`config.mk`:
```
export PLATFORM = sky130hd
export DESIGN_NAME = i2c_master_byte_engine
export DESIGN_NICKNAME = d
export VERILOG_FILES = /design/src/rtl/core/i2cm_pkg.sv /design/src/rtl/core/i2cm_front.sv /design/src/rtl/core/i2cm_queue.sv /design/src/rtl/core/i2cm_engine.sv /design/src/rtl/core/i2c_master_byte_engine.sv
export SDC_FILE = /design/constraint.sdc
export NUM_CORES = 1
export LEC_CHECK = 0
export ABC_AREA = 1
export BUFFER_PORTS_ARGS = -buffer_cell sky130_fd_sc_hd__buf_2
export CAP_MARGIN = 20
export CORE_ASPECT_RATIO = 0.7
export CORE_MARGIN = 5
export CORE_UTILIZATION = 35
export CTS_CLUSTER_SIZE = 12
export DETAILED_ROUTE_END_ITERATION = 8
export SLEW_MARGIN = 30
export SYNTH_ARGS = -nofsm -noshare
export SYNTH_HDL_FRONTEND = slang
export SYNTH_HIERARCHICAL = 1
export SYNTH_SLANG_ARGS = --single-unit
```
`constraint.sdc`:
```
create_clock -name clk_i -period 3.2 [get_ports clk_i]
set_input_delay 0.64 -clock clk_i [delete_from_list [all_inputs] [get_ports clk_i]]
set_output_delay 0.64 -clock clk_i [all_outputs]
set_load 0.03 [all_outputs]
```
`src/rtl/core/i2cm_pkg.sv`:
```
// ----------------------------------------------------------------------------
// I2C master byte engine package
// Shared types and constants for the command queue and the bus engine.
// ----------------------------------------------------------------------------
package i2cm_pkg;

  localparam int unsigned BITS_PER_BYTE = 8;
  localparam int unsigned DELAY_W       = 18;
  localparam int unsigned UNIT_W        = 16;
  localparam logic [UNIT_W-1:0] UNIT_RESET = 16'd100;

  // request codes on the request field
  localparam logic [2:0] REQ_START = 3'd0;
  localparam logic [2:0] REQ_RSTART = 3'd1;
  localparam logic [2:0] REQ_STOP  = 3'd2;
  localparam logic [2:0] REQ_WRITE = 3'd3;
  localparam logic [2:0] REQ_READ  = 3'd4;

  typedef enum logic [2:0] {
    CMD_NONE,
    CMD_START,
    CMD_RSTART,
    CMD_STOP,
    CMD_WRITE,
    CMD_READ
  } cmd_kind_e;

  // one tick as seen by the engine
  typedef struct packed {
    cmd_kind_e  kind;
    logic [7:0] tx_data;
    logic       send_ack;
    logic       sda_in;
  } tick_t;

  // one result, last member in the lowest bit
  typedef struct packed {
    logic [7:0] rx_data;
    logic       ack_seen;
    logic       done_res;
    logic       busy_res;
    logic       sda_out;
    logic       scl_out;
  } res_t;

endpackage

```
`src/rtl/core/i2cm_front.sv`:
```
// ----------------------------------------------------------------------------
// I2C master front end
// Unpacks an input transaction and classifies its command.
// ----------------------------------------------------------------------------
module i2cm_front import i2cm_pkg::*; (
  input  logic       cmd_valid_i,
  input  logic [2:0] req_type_i,
  input  logic [7:0] tx_data_i,
  input  logic       send_ack_i,
  input  logic       sda_in_i,
  output tick_t      tick_o
);

  cmd_kind_e kind;

  always_comb begin
    kind = CMD_NONE;
    if (cmd_valid_i) begin
      unique case (req_type_i)
        REQ_START:  kind = CMD_START;
        REQ_RSTART: kind = CMD_RSTART;
        REQ_STOP:   kind = CMD_STOP;
        REQ_WRITE:  kind = CMD_WRITE;
        REQ_READ:   kind = CMD_READ;
        default:    kind = CMD_NONE;
      endcase
    end
  end

  assign tick_o.kind     = kind;
  assign tick_o.tx_data  = tx_data_i;
  assign tick_o.send_ack = send_ack_i;
  assign tick_o.sda_in   = sda_in_i;

endmodule

```
`src/rtl/core/i2cm_queue.sv`:
```
// ----------------------------------------------------------------------------
// I2C master tick queue
// Two-entry queue between the front end and the bus engine.
// ----------------------------------------------------------------------------
module i2cm_queue import i2cm_pkg::*; (
  input  logic  clk_i,
  input  logic  rst_ni,
  input  logic  push_i,
  input  tick_t push_data_i,
  output logic  full_o,
  input  logic  pop_i,
  output logic  valid_o,
  output tick_t pop_data_o
);

  tick_t       mem_q [2];
  logic        wr_ptr_q, wr_ptr_d;
  logic        rd_ptr_q, rd_ptr_d;
  logic [1:0]  count_q, count_d;
  logic        do_push, do_pop;

  assign full_o     = (count_q == 2'd2);
  assign valid_o    = (count_q != 2'd0);
  assign do_push    = push_i && !full_o;
  assign do_pop     = pop_i && valid_o;
  assign pop_data_o = mem_q[rd_ptr_q];

  always_comb begin
    wr_ptr_d = do_push ? ~wr_ptr_q : wr_ptr_q;
    rd_ptr_d = do_pop ? ~rd_ptr_q : rd_ptr_q;
    count_d  = count_q + {1'b0, do_push} - {1'b0, do_pop};
  end

  always_ff @(posedge clk_i) begin
    if (do_push) begin
      mem_q[wr_ptr_q] <= push_data_i;
    end
  end

  always_ff @(posedge clk_i or negedge rst_ni) begin
    if (!rst_ni) begin
      wr_ptr_q <= 1'b0;
      rd_ptr_q <= 1'b0;
      count_q  <= 2'd0;
    end else begin
      wr_ptr_q <= wr_ptr_d;
      rd_ptr_q <= rd_ptr_d;
      count_q  <= count_d;
    end
  end

endmodule

```
`src/rtl/core/i2cm_engine.sv`:
```
// ----------------------------------------------------------------------------
// I2C master bus engine
// Steps the bus sequencer once per queued tick and registers the result.
// ----------------------------------------------------------------------------
module i2cm_engine import i2cm_pkg::*; (
  input  logic              clk_i,
  input  logic              rst_ni,
  input  logic              cfg_we_i,
  input  logic [UNIT_W-1:0] cfg_wdata_i,
  input  logic              tick_valid_i,
  input  tick_t             tick_i,
  output logic              tick_pop_o,
  output logic              res_valid_o,
  input  logic              res_ready_i,
  output res_t              res_o
);

  localparam logic [4:0] PH_IDLE      = 5'd0;
  localparam logic [4:0] PH_ST_A      = 5'd1;
  localparam logic [4:0] PH_ST_B      = 5'd2;
  localparam logic [4:0] PH_RS_A      = 5'd3;
  localparam logic [4:0] PH_RS_B      = 5'd4;
  localparam logic [4:0] PH_RS_C      = 5'd5;
  localparam logic [4:0] PH_SP_A      = 5'd6;
  localparam logic [4:0] PH_SP_B      = 5'd7;
  localparam logic [4:0] PH_WR_LOW    = 5'd8;
  localparam logic [4:0] PH_WR_DATA   = 5'd9;
  localparam logic [4:0] PH_WR_HIGH   = 5'd10;
  localparam logic [4:0] PH_WA_REL    = 5'd11;
  localparam logic [4:0] PH_WA_SAMPLE = 5'd12;
  localparam logic [4:0] PH_WA_END    = 5'd13;
  localparam logic [4:0] PH_RD_LOW    = 5'd14;
  localparam logic [4:0] PH_RD_REL    = 5'd15;
  localparam logic [4:0] PH_RD_HIGH   = 5'd16;
  localparam logic [4:0] PH_RD_SAMPLE = 5'd17;
  localparam logic [4:0] PH_RD_FALL   = 5'd18;
  localparam logic [4:0] PH_RA_DRIVE  = 5'd19;
  localparam logic [4:0] PH_RA_HIGH   = 5'd20;
  localparam logic [4:0] PH_RA_END    = 5'd21;

  logic [UNIT_W-1:0]  unit_q, unit_d;
  logic [4:0]         phase_q, phase_d;
  logic [3:0]         bit_cnt_q, bit_cnt_d;
  logic [DELAY_W-1:0] delay_q, delay_d;
  logic [7:0]         shift_q, shift_d;
  logic               scl_q, scl_d;
  logic               sda_q, sda_d;
  logic               ack_flag_q, ack_flag_d;
  logic               ack_choice_q, ack_choice_d;
  logic [7:0]         rx_q, rx_d;
  logic               res_valid_q, res_valid_d;
  res_t               res_q, res_d;

  logic               step;
  logic               done;
  logic               do_enter;
  logic [4:0]         enter;
  logic [4:0]         nxt;
  logic               two_units;
  logic [DELAY_W-1:0] dly;
  logic [DELAY_W-1:0] unit_ext;
  logic [3:0]         cnt_inc;

  assign step       = tick_valid_i && (!res_valid_q || res_ready_i);
  assign tick_pop_o = step;
  assign unit_d     = cfg_we_i ? cfg_wdata_i : unit_q;
  assign unit_ext   = (unit_q == '0) ? DELAY_W'(1) : DELAY_W'(unit_q);
  assign cnt_inc    = bit_cnt_q + 4'd1;

  always_comb begin
    phase_d      = phase_q;
    bit_cnt_d    = bit_cnt_q;
    delay_d      = delay_q;
    shift_d      = shift_q;
    scl_d        = scl_q;
    sda_d        = sda_q;
    ack_flag_d   = ack_flag_q;
    ack_choice_d = ack_choice_q;
    rx_d         = rx_q;
    done         = 1'b0;
    do_enter     = 1'b0;
    enter        = PH_IDLE;
    nxt          = PH_IDLE;
    two_units    = 1'b0;
    dly          = delay_q;
    if (step) begin
      if (phase_q == PH_IDLE) begin
        if (tick_i.kind != CMD_NONE) begin
          bit_cnt_d = 4'd0;
          do_enter  = 1'b1;
          unique case (tick_i.kind)
            CMD_START:  enter = PH_ST_A;
            CMD_RSTART: enter = PH_RS_A;
            CMD_STOP:   enter = PH_SP_A;
            CMD_WRITE: begin
              shift_d = tick_i.tx_data;
              enter   = PH_WR_LOW;
            end
            CMD_READ: begin
              shift_d      = 8'd0;
              ack_choice_d = tick_i.send_ack;
              enter        = PH_RD_LOW;
            end
            default: do_enter = 1'b0;
          endcase
        end
      end else begin
        dly     = (delay_q != '0) ? delay_q - DELAY_W'(1) : delay_q;
        delay_d = dly;
        if (dly == '0) begin
          unique case (phase_q)
            PH_ST_A:      nxt = PH_ST_B;
            PH_RS_A:      nxt = PH_RS_B;
            PH_RS_B:      nxt = PH_RS_C;
            PH_SP_A:      nxt = PH_SP_B;
            PH_WR_LOW:    nxt = PH_WR_DATA;
            PH_WR_DATA:   nxt = PH_WR_HIGH;
            PH_WR_HIGH: begin
              shift_d   = {shift_q[6:0], 1'b0};
              bit_cnt_d = cnt_inc;
              nxt = (cnt_inc < 4'(BITS_PER_BYTE)) ? PH_WR_LOW : PH_WA_REL;
            end
            PH_WA_REL:    nxt = PH_WA_SAMPLE;
            PH_WA_SAMPLE: nxt = PH_WA_END;
            PH_RD_LOW:    nxt = PH_RD_REL;
            PH_RD_REL:    nxt = PH_RD_HIGH;
            PH_RD_HIGH:   nxt = PH_RD_SAMPLE;
            PH_RD_SAMPLE: nxt = PH_RD_FALL;
            PH_RD_FALL: begin
              bit_cnt_d = cnt_inc;
              nxt = (cnt_inc < 4'(BITS_PER_BYTE)) ? PH_RD_HIGH : PH_RA_DRIVE;
            end
            PH_RA_DRIVE:  nxt = PH_RA_HIGH;
            PH_RA_HIGH:   nxt = PH_RA_END;
            PH_RA_END: begin
              rx_d = shift_q;
              nxt  = PH_IDLE;
            end
            default:      nxt = PH_IDLE;
          endcase
          if (nxt == PH_IDLE) begin
            phase_d = PH_IDLE;
            done    = 1'b1;
          end else begin
            do_enter = 1'b1;
            enter    = nxt;
          end
        end
      end
      if (do_enter) begin
        phase_d = enter;
        unique case (enter)
          PH_ST_A:      ;
          PH_ST_B:      sda_d = 1'b0;
          PH_RS_A:      sda_d = 1'b1;
          PH_RS_B:      scl_d = 1'b1;
          PH_RS_C:      sda_d = 1'b0;
          PH_SP_A:      scl_d = 1'b1;
          PH_SP_B:      sda_d = 1'b1;
          PH_WR_LOW:    scl_d = 1'b0;
          PH_WR_DATA:   sda_d = shift_d[7];
          PH_WR_HIGH: begin
            scl_d     = 1'b1;
            two_units = 1'b1;
          end
          PH_WA_REL: begin
            scl_d     = 1'b0;
            sda_d     = 1'b1;
            two_units = 1'b1;
          end
          PH_WA_SAMPLE: begin
            scl_d      = 1'b1;
            ack_flag_d = !tick_i.sda_in;
            two_units  = 1'b1;
          end
          PH_WA_END, PH_RA_END: begin
            scl_d     = 1'b0;
            sda_d     = 1'b0;
            two_units = 1'b1;
          end
          PH_RD_LOW:    scl_d = 1'b0;
          PH_RD_REL:    sda_d = 1'b1;
          PH_RD_HIGH:   scl_d = 1'b1;
          PH_RD_SAMPLE: shift_d = {shift_d[6:0], tick_i.sda_in};
          PH_RD_FALL: begin
            scl_d     = 1'b0;
            two_units = 1'b1;
          end
          PH_RA_DRIVE:  sda_d = !ack_choice_d;
          PH_RA_HIGH: begin
            scl_d     = 1'b1;
            two_units = 1'b1;
          end
          default: ;
        endcase
        delay_d = two_units ? {unit_ext[DELAY_W-2:0], 1'b0} : unit_ext;
      end
    end
  end

  always_comb begin
    res_d.rx_data  = rx_d;
    res_d.ack_seen = ack_flag_d;
    res_d.done_res = done;
    res_d.busy_res = (phase_d != PH_IDLE);
    res_d.sda_out  = sda_d;
    res_d.scl_out  = scl_d;
    res_valid_d    = step ? 1'b1 : (res_ready_i ? 1'b0 : res_valid_q);
  end

  always_ff @(posedge clk_i) begin
    if (step) begin
      res_q <= res_d;
    end
  end

  always_ff @(posedge clk_i or negedge rst_ni) begin
    if (!rst_ni) begin
      unit_q       <= UNIT_RESET;
      phase_q      <= PH_IDLE;
      bit_cnt_q    <= 4'd0;
      delay_q      <= '0;
      shift_q      <= 8'd0;
      scl_q        <= 1'b1;
      sda_q        <= 1'b1;
      ack_flag_q   <= 1'b0;
      ack_choice_q <= 1'b0;
      rx_q         <= 8'd0;
      res_valid_q  <= 1'b0;
    end else begin
      unit_q       <= unit_d;
      phase_q      <= phase_d;
      bit_cnt_q    <= bit_cnt_d;
      delay_q      <= delay_d;
      shift_q      <= shift_d;
      scl_q        <= scl_d;
      sda_q        <= sda_d;
      ack_flag_q   <= ack_flag_d;
      ack_choice_q <= ack_choice_d;
      rx_q         <= rx_d;
      res_valid_q  <= res_valid_d;
    end
  end

  assign res_valid_o = res_valid_q;
  assign res_o       = res_q;

  a_done_not_busy: assert property (@(posedge clk_i) disable iff (!rst_ni)
    res_valid_q && res_q.done_res |-> !res_q.busy_res)
    else $error("done result still shows busy");

  a_idle_no_delay: assert property (@(posedge clk_i) disable iff (!rst_ni)
    phase_q == PH_IDLE |-> delay_q == '0)
    else $error("idle with delay pending");

  a_bit_cnt_range: assert property (@(posedge clk_i) disable iff (!rst_ni)
    bit_cnt_q <= 4'(BITS_PER_BYTE))
    else $error("bit counter past byte length");

  a_hold_on_stall: assert property (@(posedge clk_i) disable iff (!rst_ni)
    !step |=> phase_q == $past(phase_q) && delay_q == $past(delay_q))
    else $error("engine advanced without a tick");

endmodule

```
`src/rtl/core/i2c_master_byte_engine.sv`:
```
// ----------------------------------------------------------------------------
// I2C master byte engine
// Tick-stepped I2C master for start, repeated start, stop and byte transfers.
// ----------------------------------------------------------------------------
// Each input transaction is one bus tick: tuser carries the command flag and
// request code, tdata the byte to send, the ACK choice and the sampled SDA.
// A command is taken only while the engine is idle; otherwise it is dropped.
// Each input transaction yields exactly one output transaction with the SCL
// and SDA drive levels, busy, done, acknowledge seen and the received byte.
// Throughput is one tick per cycle while the receiver takes results; the
// sequencer is combinational. A result passes through the tick queue and then
// the output register before it is offered.
// When the receiver stalls, the output register holds, the engine holds and
// the queue fills; s_axis_tready_o falls once both queue entries are taken.
// The delay unit must be written via cfg_we_i/cfg_wdata_i only while idle;
// the block does not enforce it. Zero counts as one. Reset releases SCL and
// SDA high, sets the unit to 100 ticks, empties the queue and output register.
// ----------------------------------------------------------------------------
module i2c_master_byte_engine import i2cm_pkg::*; (
  input  logic              clk_i,
  input  logic              rst_ni,
  input  logic              cfg_we_i,
  input  logic [UNIT_W-1:0] cfg_wdata_i,
  input  logic              s_axis_tvalid_i,
  output logic              s_axis_tready_o,
  input  logic [15:0]       s_axis_tdata_i,  // tx_data[7:0], send_ack, sda_in
  input  logic [3:0]        s_axis_tuser_i,  // cmd_valid, req_type[2:0]
  output logic              m_axis_tvalid_o,
  input  logic              m_axis_tready_i,
  output logic [15:0]       m_axis_tdata_o   // scl_out, sda_out, busy_res,
                                             // done_res, ack_seen, rx_data[7:0]
);

  tick_t front_tick;
  tick_t queue_tick;
  logic  queue_full;
  logic  queue_valid;
  logic  queue_pop;
  res_t  res;

  i2cm_front u_front (
    .cmd_valid_i (s_axis_tuser_i[0]),
    .req_type_i  (s_axis_tuser_i[3:1]),
    .tx_data_i   (s_axis_tdata_i[7:0]),
    .send_ack_i  (s_axis_tdata_i[8]),
    .sda_in_i    (s_axis_tdata_i[9]),
    .tick_o      (front_tick)
  );

  i2cm_queue u_queue (
    .clk_i       (clk_i),
    .rst_ni      (rst_ni),
    .push_i      (s_axis_tvalid_i),
    .push_data_i (front_tick),
    .full_o      (queue_full),
    .pop_i       (queue_pop),
    .valid_o     (queue_valid),
    .pop_data_o  (queue_tick)
  );

  i2cm_engine u_engine (
    .clk_i        (clk_i),
    .rst_ni       (rst_ni),
    .cfg_we_i     (cfg_we_i),
    .cfg_wdata_i  (cfg_wdata_i),
    .tick_valid_i (queue_valid),
    .tick_i       (queue_tick),
    .tick_pop_o   (queue_pop),
    .res_valid_o  (m_axis_tvalid_o),
    .res_ready_i  (m_axis_tready_i),
    .res_o        (res)
  );

  assign s_axis_tready_o = !queue_full;
  assign m_axis_tdata_o  = {3'b000, res};

endmodule

```
==> out/metrics.sh <==
RUN_STATUS='finished, final reports clean'
ANTENNA_FOUND_INITIAL=0
TIMING.FINAL.CRIT_PERIOD_NS=3.09
ROUTE.TOP_LAYER_USED='met4'
MAPPED_AREA_SQ_MM=0.00647
TRITONCTS.NUM_BUFFERS=9
FLOW.AREA_GROWTH_FROM_SYNTHESIS_PCT=23.8
DETAIL_ROUTE.FIRST_PASS.ITERATIONS=5
YS_SEQ_ELEMENTS=107
PATH_CLASS='register to register'
OVERALL_FRACTION_OF_GLOBAL_ROUTE_TRACKS_IN_USE_PCT=15.8
MAX-CLOCK-PATH-BUFFERS=2
MAX-SLEW-MARGIN-REL_PCT=53.8
WORST_PIN_SLEW_NS=0.693
IO_PINS=59
FILL_CELLS=1821
PORT_BUFFERS=49
POST_CTS_CLOCK_SLEW_AT_THE_LAUNCH_AND_CAPTURE_REGISTERS_OF_THE_WORST_SETUP_AND_HOLD_PATHS_NS=0.08
GRT_START_MAX_NET_PINS=43
DESIGN.CORE.AREA_SQ_MM=0.0181
SETUP_REPAIR_AFTER_GLOBAL_ROUTING_MISSED_ITS_MARGIN='yes'
POST_ROUTE_CELLS_DRIVE_ABOVE_1_SHARE_PCT=22.9
FINAL_PERIOD_UTILIZATION_PCT=96.6
STARTPOINT='u_engine/delay_q[3]$_DFFE_PN0P_'
ROUTE.LAYER.MET1.WL_MM=9.20
SYN_INST=889
GRT_PASS1_VIAS=5173
DRC_ERRORS=0
FINAL_CELL_MIX='sky130_fd_sc_hd__nand2_1, sky130_fd_sc_hd__inv_1, sky130_fd_sc_hd__buf_4'
X_DIMENSION_OF_THE_DIE_UM=172
CRITPATHARRIVALTIME_NS=3.35
GP_ROUTABILITY_CONGESTION=0.938
REQUIRED_NS=3.46
POWER.DENSITY_mW_PER_MM2=930
COUNT_OF_CELL_TYPES_IN_THE_NETLIST=45
ROUTE.DETAILED.WL_PER_INST_UM=13.5
FINALWORSTSETUPSLACK_NS=0.110
ROW_COUNT=41
MET3_WIRELENGTH_UM=921
REG2REG_TO='u_engine/delay_q[11]$_DFFE_PN0P_'
DESIGN_POWER_TOTAL_W=0.00745
SETUP_VIOLATIONS=0
GLOBALROUTE.TOTALOVERFLOW=0
POST_DRT_VIA_CELL_RATIO=4.79
LAYOUT.CORE_UTILIZATION_PCT=44.2
RR_WORST_DEPTH=19
DRV.MAX_CAP_VIOLATION_COUNT=0
HOLD_SLACK_NS=0.316
GRT_PASS1_WL_MM=26.6
IRDROPWORSTVDD_mV=0.560
POWER.STATIC_LEAKAGE_nW=3.96
CTSROOTBUFFERMASTER='sky130_fd_sc_hd__clkbuf_16'
CTS-HOLD-FIX-BUFFERS=0
CRITPATHMOSTFREQUENTCELL='sky130_fd_sc_hd__nand2_1'
DETAIL-ROUTE-ANTENNA-NETS=0
END_KIND='register'
DIE_AREA_SQ_MM=0.0213
SETUP.WORST_PATH.END='u_engine/delay_q[11]$_DFFE_PN0P_'
INSERTION_DELAY_NS=0.36
H-TREE-DEPTH=3
MULTI_INPUT_COMB_AREA_SQ_MM=0.00317
WL_MM=16.7
PATH_CELLS='nor2_2, nand2_2, nor2_4, buf_4, nand3_1, nand2_1, nand2_1, nand2_2, nor3_4, buf_4, nand3_2, nor2_1, buf_4, o211ai_1, nand3_4, nand2_1, nand3_1, nand2_1, nand2_1'
RR_STARTPOINT='u_engine/delay_q[3]$_DFFE_PN0P_'
NNETSFINAL=1039
AREA.SEQUENTIAL_SQ_MM=0.00288
CRITPATHSLOWESTCELL='sky130_fd_sc_hd__o211ai_1'
SYNTH-WARNING-COUNT=6
DIE_H_UM=124
R2R_SETUP_SLACK_NS=0.11
CRITICAL_PATH.STARTPOINT_TYPE='register'
ACHIEVABLE-FREQUENCY_GHz=0.324
SYNTH-SEQ-AREA-SHARE_PCT=44.5
CTS.SINKS=107
CRITICAL_PATH_PEAK_FANOUT=8
INITIAL_UTILIZATION_PCT=35.7
DP_HPWL_MM=11.9
ANTENNADIODECOUNT=0
DR_WL_MET2_MM=6.39
CLOCK_TREE_SKEW_AFTER_FINAL_LAYOUT_NS=0.00728
SYNTH_AREA_PER_CELL_SQ_UM=7.27
MIN-DELAY-PATH-CLASS='input port to async pin'
MAXSLEWVIOLCOUNT=0
TRITONCTS='built'
DP_WORST_SETUP_SLACK_NS=-0.0289
CRITICAL_PATH.MAX_STAGE_DELAY_NS=0.53
FINAL-HOLD-VIOLATION-COUNT=0
DRT_ITER0_DRC=594
FINAL_COMMON_CELL='sky130_fd_sc_hd__nand2_1'
VIA_COUNT=5910
-- where the power goes --
| part | leakage [nW] | internal (W) | switching (W) |
|---|---|---|---|
| Combinational | 2.57 | 0.00144 | 0.00265 |
| Sequential | 1.23 | 0.00188 | 0.000269 |
| Clock | 0.164 | 0.000661 | 0.000546 |
| Total | 3.96 | 0.00398 | 0.00347 |
-- repair_timing --
action                     in CTS  in global routing
gates resized for setup         2                 59
pin swaps                       0                 30
buffers inserted                0                 15
setup endpoints to repair       3                 31
gates cloned                    0                  2
-- synth_stat cells, drive strengths merged --
| cell | instances | area share (%) |
|---|---|---|
| nand2 | 330 | 19 |
| inv | 107 | 6.2 |
| nor2 | 81 | 5.8 |
| nand3 | 71 | 5.8 |
| o21ai | 67 | 5.3 |
| dfrtp | 63 | 24 |
| edfxtp | 39 | 18 |
| buf | 22 | 2.5 |
| a21oi | 19 | 1.5 |
| nand4 | 19 | 1.8 |
| clkbuf | 15 | 0.87 |
| o21a | 9 | 1.0 |
| o211ai | 7 | 0.81 |
| nor3 | 6 | 0.64 |
| dfstp | 5 | 2.0 |
| ha | 4 | 0.77 |
| nand3b | 4 | 0.46 |
| clkinv | 3 | 0.17 |
| nor4 | 2 | 0.29 |
| o2111ai | 2 | 0.27 |
| o31ai | 2 | 0.23 |
| xor2 | 2 | 0.27 |
| a21boi | 1 | 0.12 |
| a21o | 1 | 0.12 |
| a22oi | 1 | 0.12 |
| a32oi | 1 | 0.14 |
| and2 | 1 | 0.097 |
| conb | 1 | 0.058 |
| mux2 | 1 | 0.17 |
| o22ai | 1 | 0.097 |
| o41ai | 1 | 0.14 |
| xnor2 | 1 | 0.14 |
-- sequential cells by signal, summed over array words and instances, names as in the netlist --
name                   cells
u_queue/rd_ptr_q           1
u_engine/unit_q           16
u_engine/sda_q             1
u_engine/ack_choice_q      1
u_engine/phase_q           5
u_queue/count_q            2
u_engine/rx_q              8
u_queue/wr_ptr_q           1
u_engine/scl_q             1
u_engine/ack_flag_q        1
u_engine/delay_q          18
u_engine/res_o            13
u_queue/mem_q             26
u_engine/bit_cnt_q         4
u_engine/res_valid_o       1
u_engine/shift_q           8
-- worst min path at each step --
stage,from,end,slack (ns)
floorplan,rst_ni,u_engine/ack_choice_q$_DFFE_PN0P_,0.34
global placement,u_queue/wr_ptr_q$_DFFE_PN0P_,u_queue/wr_ptr_q$_DFFE_PN0P_,0.45
detailed placement,u_engine/ack_choice_q$_DFFE_PN0P_,u_engine/ack_choice_q$_DFFE_PN0P_,0.47
CTS,rst_ni,u_queue/count_q[1]$_DFF_PN0_,0.34
global route,rst_ni,u_queue/count_q[1]$_DFF_PN0_,0.37
finish,rst_ni,u_queue/count_q[1]$_DFF_PN0_,0.32
-- layer usage --
metal / track usage [%] / up-vias
met1: 26.1 / 2669
met5: 0 / -
met3: 2.63 / 18
met2: 20.8 / 163
met4: 4.12 / 0
li1: - / 3060
-- area by class of cell --
| cell class | instances | share of cell area (%) |
|---|---|---|
| clock inverters | 4 | 0.562 |
| flip-flops and latches | 107 | 36.0 |
| multi-input cells | 638 | 39.6 |
| well taps | 236 | 3.69 |
| clock buffers | 12 | 3.61 |
| repair buffers | 128 | 11.3 |
| inverters | 110 | 5.16 |
-- metrics by stage --
stage               cells  setup TNS (ns)  instance area [sq um]
floorplan             891               0                   6470
finish               1235               0                   8010
global placement     1202        -0.00499                   7290
CTS                  1218               0                   7630
detailed placement   1202         -0.0346                   7290
global route         1235          -0.694                   8010
-- critical path, delay by kind of cell, from the launching register on --
kind | cells | cell delay [ns]
and+or+nand+nor | 15 | 1.59
DFF | 1 | 0.44
buffers and inverters | 3 | 0.43
AOI/OAI and AO/OA | 1 | 0.53
-- cell families after synthesis --
group,after synthesis,share of synthesized area [%]
xor+xnor,3,0.406
other cells,1,0.0580
compound gates,112,9.85
mux,1,0.174
fa+ha+maj,4,0.774
simple gates,514,34.4
buf+inv,147,9.79
flops,107,44.5
No activity file was read; power rests on OpenSTA's default activity.
